[src/sv/clsw_pkg.sv]
`default_nettype none
package clsw_pkg;

  // Stencil shape and field widths
  localparam int STENCIL             = 4;
  localparam int OFF_W               = $clog2(STENCIL);
  localparam int CNT_W               = 2 * OFF_W;
  localparam int MAX_AXIS_POINTS_DEF = 1024;
  localparam int COORD_W             = 32;
  localparam int CFG_IDX_W           = 3;
  localparam int CFG_DATA_W          = 32;
  localparam int CNT_CFG_W           = 11;
  localparam int IDX_W               = 20;
  localparam int WEIGHT_W            = 32;
  localparam int WMAG_W              = 36;
  localparam int AXIS_DEPTH          = 17;

  // Reciprocal of three, exact for operands below 2^23 after a shift by 24
  localparam logic [22:0] RECIP3 = 23'd5592406;

  // Configuration register indexes
  typedef enum logic [CFG_IDX_W-1:0] {
    REG_ORIGIN_X    = 3'd0,
    REG_ORIGIN_Y    = 3'd1,
    REG_INV_SPACING = 3'd2,
    REG_POINTS_X    = 3'd3,
    REG_POINTS_Y    = 3'd4
  } cfg_reg_e;

  // One-dimensional weight as sign and magnitude, Q.24
  typedef struct packed {
    logic              neg;
    logic [WMAG_W-1:0] mag;
  } wt_t;

endpackage
`default_nettype wire

[src/sv/clsw_seq.sv]
`default_nettype none
module clsw_seq import clsw_pkg::*; #(
  parameter int MAX_AXIS_POINTS = MAX_AXIS_POINTS_DEF
) (
  input  wire logic                                  clk_i,
  input  wire logic                                  rst_ni,
  input  wire logic                                  item_valid_i,
  output logic                                       item_load_o,
  input  wire logic [$clog2(MAX_AXIS_POINTS)-1:0]    xs_i,
  input  wire logic [$clog2(MAX_AXIS_POINTS)-1:0]    ys_i,
  input  wire wt_t                                   wx_i [STENCIL],
  input  wire wt_t                                   wy_i [STENCIL],
  input  wire logic [$clog2(MAX_AXIS_POINTS+1)-1:0]  nx_i,
  output logic                                       out_valid_o,
  input  wire logic                                  out_ready_i,
  output logic [IDX_W-1:0]                           grid_index_o,
  output logic [OFF_W-1:0]                           column_offset_o,
  output logic [OFF_W-1:0]                           row_offset_o,
  output logic signed [WEIGHT_W-1:0]                 weight_o,
  output logic                                       last_o
);

  localparam int NW = $clog2(MAX_AXIS_POINTS + 1);
  localparam int SW = $clog2(MAX_AXIS_POINTS);
  localparam int HW = WMAG_W / 2;
  localparam int PW = 2 * WMAG_W;
  localparam logic [CNT_W-1:0] LAST_K = CNT_W'(STENCIL * STENCIL - 1);

  typedef struct packed {
    logic [OFF_W-1:0] col;
    logic [OFF_W-1:0] row;
    logic             last;
    logic             neg;
  } meta_t;

  logic              en_c, seq_free, busy_q;
  logic [CNT_W-1:0]  k_q;
  logic [OFF_W-1:0]  ci, cj;
  logic [SW-1:0]     xs_q, ys_q;
  wt_t               wx_q [STENCIL];
  wt_t               wy_q [STENCIL];

  logic              c1_vld_q, c2_vld_q, c3_vld_q, c4_vld_q;
  meta_t             c1_m_q, c2_m_q, c3_m_q;
  logic [WMAG_W-1:0] c1_a_q, c1_b_q;
  logic [SW-1:0]     c1_row_q, c1_col_q, c2_col_q;
  logic [2*HW-1:0]   c2_hh_q, c2_hl_q, c2_lh_q, c2_ll_q;
  logic [SW+NW-1:0]  c2_rm_q;
  logic [PW-1:0]     c3_p_q;
  logic [63:0]       idx_w;
  logic [IDX_W-1:0]  c3_idx_q;
  logic              sat;
  logic [55:0]       rnd;
  logic [31:0]       r;
  logic [WEIGHT_W-1:0] w_d;

  // Advance the result pipe when its output register is free or taken
  assign en_c        = !c4_vld_q || out_ready_i;
  assign seq_free    = !busy_q || (en_c && k_q == LAST_K);
  assign item_load_o = seq_free && item_valid_i;
  assign ci          = k_q[CNT_W-1:OFF_W];
  assign cj          = k_q[OFF_W-1:0];

  // Stencil walk: column outer, row inner
  always_ff @(posedge clk_i or negedge rst_ni) begin
    if (!rst_ni) begin
      busy_q <= 1'b0;
      k_q    <= '0;
    end else if (item_load_o) begin
      busy_q <= 1'b1;
      k_q    <= '0;
    end else if (en_c && busy_q) begin
      k_q <= k_q + CNT_W'(1);
      if (k_q == LAST_K) begin
        busy_q <= 1'b0;
      end
    end
  end

  // Hold the current point's starts and weights
  always_ff @(posedge clk_i) begin
    if (item_load_o) begin
      xs_q <= xs_i;
      ys_q <= ys_i;
      wx_q <= wx_i;
      wy_q <= wy_i;
    end
  end

  // Valid bits of the result pipe
  always_ff @(posedge clk_i or negedge rst_ni) begin
    if (!rst_ni) begin
      c1_vld_q <= 1'b0;
      c2_vld_q <= 1'b0;
      c3_vld_q <= 1'b0;
      c4_vld_q <= 1'b0;
    end else if (en_c) begin
      c1_vld_q <= busy_q;
      c2_vld_q <= c1_vld_q;
      c3_vld_q <= c2_vld_q;
      c4_vld_q <= c3_vld_q;
    end
  end

  // Pick the weight pair and grid index, split the product into partials, sum, round, saturate
  assign idx_w = 64'(c2_rm_q) + 64'(c2_col_q);
  assign sat   = |c3_p_q[PW-1:55];
  assign rnd   = 56'(c3_p_q[54:0]) + (56'(1) << 23);

  always_comb begin
    r = sat ? 32'h8000_0000 : rnd[55:24];
    if (c3_m_q.neg) begin
      w_d = 32'(-r);
    end else if (r[31]) begin
      w_d = 32'h7FFF_FFFF;
    end else begin
      w_d = r;
    end
  end

  always_ff @(posedge clk_i) begin
    if (en_c) begin
      c1_a_q   <= wx_q[ci].mag;
      c1_b_q   <= wy_q[cj].mag;
      c1_m_q   <= '{col: ci, row: cj, last: (k_q == LAST_K),
                    neg: wx_q[ci].neg ^ wy_q[cj].neg};
      c1_row_q <= ys_q + SW'(cj);
      c1_col_q <= xs_q + SW'(ci);

      c2_hh_q  <= c1_a_q[WMAG_W-1:HW] * c1_b_q[WMAG_W-1:HW];
      c2_hl_q  <= c1_a_q[WMAG_W-1:HW] * c1_b_q[HW-1:0];
      c2_lh_q  <= c1_a_q[HW-1:0] * c1_b_q[WMAG_W-1:HW];
      c2_ll_q  <= c1_a_q[HW-1:0] * c1_b_q[HW-1:0];
      c2_rm_q  <= (SW+NW)'(c1_row_q) * (SW+NW)'(nx_i);
      c2_col_q <= c1_col_q;
      c2_m_q   <= c1_m_q;

      c3_p_q   <= (PW'(c2_hh_q) << (2 * HW)) + ((PW'(c2_hl_q) + PW'(c2_lh_q)) << HW)
                  + PW'(c2_ll_q);
      c3_idx_q <= idx_w[IDX_W-1:0];
      c3_m_q   <= c2_m_q;

      grid_index_o    <= c3_idx_q;
      column_offset_o <= c3_m_q.col;
      row_offset_o    <= c3_m_q.row;
      last_o          <= c3_m_q.last;
      weight_o        <= w_d;
    end
  end

  assign out_valid_o = c4_vld_q;

endmodule
`default_nettype wire

[config.mk]
export PLATFORM = sky130hd
export DESIGN_NAME = clsw_seq
export DESIGN_NICKNAME = d
export VERILOG_FILES = /design/src/sv/clsw_pkg.sv /design/src/sv/clsw_seq.sv
export SDC_FILE = /design/constraint.sdc
export NUM_CORES = 2
export LEC_CHECK = 0
export BUFFER_PORTS_ARGS = -buffer_cell sky130_fd_sc_hd__buf_4
export CAP_MARGIN = 20
export CORE_MARGIN = 2
export CORE_UTILIZATION = 50
export CTS_BUF_LIST = sky130_fd_sc_hd__clkbuf_4 sky130_fd_sc_hd__clkbuf_8
export CTS_CLUSTER_DIAMETER = 150
export CTS_CLUSTER_SIZE = 25
export DETAILED_ROUTE_END_ITERATION = 12
export HOLD_SLACK_MARGIN = 0.06
export PLACE_DENSITY = 0.7
export SYNTH_ARGS = -nofsm -noshare
export SYNTH_HDL_FRONTEND = slang
export SYNTH_SLANG_ARGS = --single-unit
[constraint.sdc]
create_clock -name clk_i -period 17.3 [get_ports clk_i]
set_input_delay 0.865 -clock clk_i [delete_from_list [all_inputs] [get_ports clk_i]]
set_output_delay 0.865 -clock clk_i [all_outputs]
set_load 0.02 [all_outputs]
==> metrics.yaml <==
pin_count: 390
postCtsSetupBuffers: 0
ant_nets: 0
synth_top_cell_by_area: "fa_1"
crit_required_ns: 17.83
drc_errors: 0
routed_wl_um: 174000
r2r_end: "c2_hh_q[33]"
worstPathBufferInverterCount: 2
r2r-start: "c1_a_q[21]"
dieArea_sq_mm: 0.152
synthCells: 6985
synthArstFlopShare_pct: 1.26
wl_met2_um: 81600
synth-compound-area-share_pct: 4.74
dr.pass1.iters: 5
syn_nets: 8990
holdPathStages: 1
cp_max_fo: 23
rows: 141
worst_pin_slew_ns: 1.04
critPathLaunchType: "register"
cp_common_cell: "fa_1"
synth_edf_count: 708
final_net_count: 9165
yosys.area_share.simple_pct: 13.3
synth.distinct_cells: 86
grt_antenna_before_repair: 5
clockBufferDepth: 3
hp-class: "in -> reg"
cp.arrival_ns: 7.92
synth.area.mux_share_pct: 2.35
grt_util_all_layers_pct: 23.5
die_y_um: 390
rsz0062_at_grt: "no"
crit_chain: "buf_4 -> nand2_1 -> fa_1 -> fa_1 -> fa_1 -> fa_1 -> fa_1 -> fa_1 -> inv_1 -> ha_1 -> a21o_1 -> a21o_1 -> a2111oi_0 -> nand2_1 -> a31oi_1 -> o31ai_1 -> o211ai_1 -> nand3b_1 -> a311o_1"
wl_met1_um: 72500
cp-end-kind: "register"
area_delta_synth_final_pct: 7.34
max_stage_delay_ns: 0.71
finalHoldViolCount: 0
reg2reg_depth: 19
cpLargestDelayFamily: "adder cells"
io_buffer_count: 389
clkSinkCount: 717
grt_pass1_wl_um: 282000
seq_area_frac_synth_pct: 28.8
post_drt_via_cell_ratio: 5.37
dpl.hpwl_um: 132000
min_from: "wy_i[20]"
slew_viol_final: 0
synth_fa_ha_area_share_pct: 39.1
grt_pass1_vias: 52500
synthTopCellsByCount: "1326 x inv_1, 1095 x fa_1, 929 x nand2_1, 708 x edfxtp_1, 618 x and2_1"
numCtsBuffers: 37
cp_slowest_cell: "edfxtp_1"
max_slew_margin_pct: 30.9
highest_layer: "met5"
fin_worst_skew_ns: 0.0568
outcome: "complete, no violations"
syn_avg_cell_area_sq_um: 10.7
fp.coreArea_sq_mm: 0.148
crit_type: "reg -> reg"
met3_length_um: 16000
synth-main-ff-cell: "edfxtp_1"
clock-root-buffer: "clkbuf_8"
drive_gt1_share_pct: 9.00
fmax_ghz: 0.135
gp_congestion: 0.893
grt_max_degree: 134
cts_resized: 0
drtIter0Drc: 3407
dieWidth_um: 390
post-synth-top-count-cell: "inv_1"
via_count: 48900
cts_tree: "done"
grt.overflow.total: 0
finalSetupViolCount: 0
period_share_pct: 42.7
ys_seq_elements: 717
yosys.area_share.xor_xnor_pct: 3.29
drv_cap: 0
synth_top_family_by_area: "adder cells"
hold_path_end: "wy_q[20]"
cts.htree.levels: 2
clk_latency_ns: 0.80
synthesis.area_sq_mm: 0.0746
setup_tns_ns: 0
synth_top_area_share_pct: 29.4
yosysWarnings: 0
synth_area_leaders: "fa_1 29%, edfxtp_1 28%, ha_1 9.7%, inv_1 6.7%, and2_1 5.2%"
fin_crit_ns: 7.39
clk_pin_slew_ns: 0.16
initial_core_util_pct: 50.4
cts-hold-fix-buffers: 1
wl_per_cell_um: 19.1
reg2reg_slack_ns: 9.91
nFillCells: 12600
[state kept, by name, summed over array words and instances, names as in the netlist, 6 cells and up]
register and count:
c1_m_q 6, wx_q 148, c2_lh_q 36, grid_index_o 20
xs_q 10, c2_ll_q 18, c1_b_q 36, wy_q 148
c2_hl_q 36, c2_m_q 6, c3_m_q 6, c2_hh_q 36
c3_p_q 49, c1_row_q 10, c1_a_q 36, c1_col_q 10
c2_col_q 10, ys_q 10, weight_o 32, c3_idx_q 20
c2_rm_q 20
[logic make-up after synthesis]
family                   Yosys count
XOR/XNOR                         280
flip-flops                       717
AO/OA/AOI/OAI                    545
multiplexers                      82
buffers and inverters           1668
AND/OR/NAND/NOR                 2019
adder cells (fa/ha/maj)         1674
[placed cells by master (no fill, tap or decap), types with 15 or more instances in the layout]
cell / count
o21bai_1: 20
xnor2_1: 193
and2_1: 617
fa_1: 1095
nor3_1: 43
mux4_2: 74
xor2_1: 87
nand3_1: 59
a21oi_1: 178
buf_4: 475
nand4_1: 29
nand2b_1: 25
o21a_1: 26
o21ai_0: 88
o31ai_1: 15
o211ai_1: 16
clkbuf_8: 38
nor2_1: 172
ha_1: 579
and3_1: 40
a21o_1: 77
nand2_1: 929
inv_1: 1325
a31oi_1: 22
edfxtp_1: 708
nor2b_1: 30
[metrics by stage]
step	std cells	hold WS (ns)	util [%]	cell area, sq um	worst slack [ns]
floorplan	6985	0.400	-	74600	3.26
global placement	9048	0.401	53.6	79300	9.97
detailed placement	9048	0.405	53.6	79300	9.88
CTS	9107	0.183	54.1	80000	9.82
global route	9110	0.192	54.1	80100	9.50
finish	9110	0.250	54.1	80100	9.91
[worst reg2reg max path: stages (launching register included)]
cell and delay (ns):
edfxtp_1 0.71, buf_4 0.42, nand2_1 0.14, fa_1 0.57
fa_1 0.44, fa_1 0.48, fa_1 0.54, fa_1 0.44
fa_1 0.51, inv_1 0.05, ha_1 0.33, a21o_1 0.18
a21o_1 0.19, a2111oi_0 0.68, nand2_1 0.10, a31oi_1 0.34
o31ai_1 0.22, o211ai_1 0.28, nand3b_1 0.17, a311o_1 0.34
[per-layer routing]
| layer | GRT usage [%] | vias to the layer above |
|---|---|---|
| li1 | - | 22300 |
| met1 | 31.9 | 24500 |
| met4 | 4.83 | 4 |
| met5 | 0 | - |
| met3 | 5.35 | 236 |
| met2 | 38.7 | 1894 |
[worst max-delay path by stage]
stage | from | endpoint | cells after the start
2_1_floorplan | out_ready_i | item_load_o | 6
3_3_place_gp | c1_b_q[8] | c2_hl_q[34] | 22
3_5_place_dp | c1_b_q[8] | c2_hl_q[34] | 22
4_1_cts | c1_b_q[8] | c2_hl_q[34] | 22
5_1_grt | c1_a_q[21] | c2_hl_q[34] | 24
6_report | c1_a_q[21] | c2_hh_q[33] | 19
[layout make-up]
cell class	instances	area (sq um)	share of cell area [%]
inverter	1326	4980	6.22
tap	1930	2410	3.02
antenna	1	2.50	0.00313
multi-input combinational	4600	46800	58.5
clock inverter	10	144	0.180
timing repair buffer	478	3630	4.53
sequential	717	21500	26.8
clock buffer	48	598	0.747
Power is left out: the tool's default activity adds up to more than one toggle a clock period on the data nets, which glitch-free logic cannot reach.
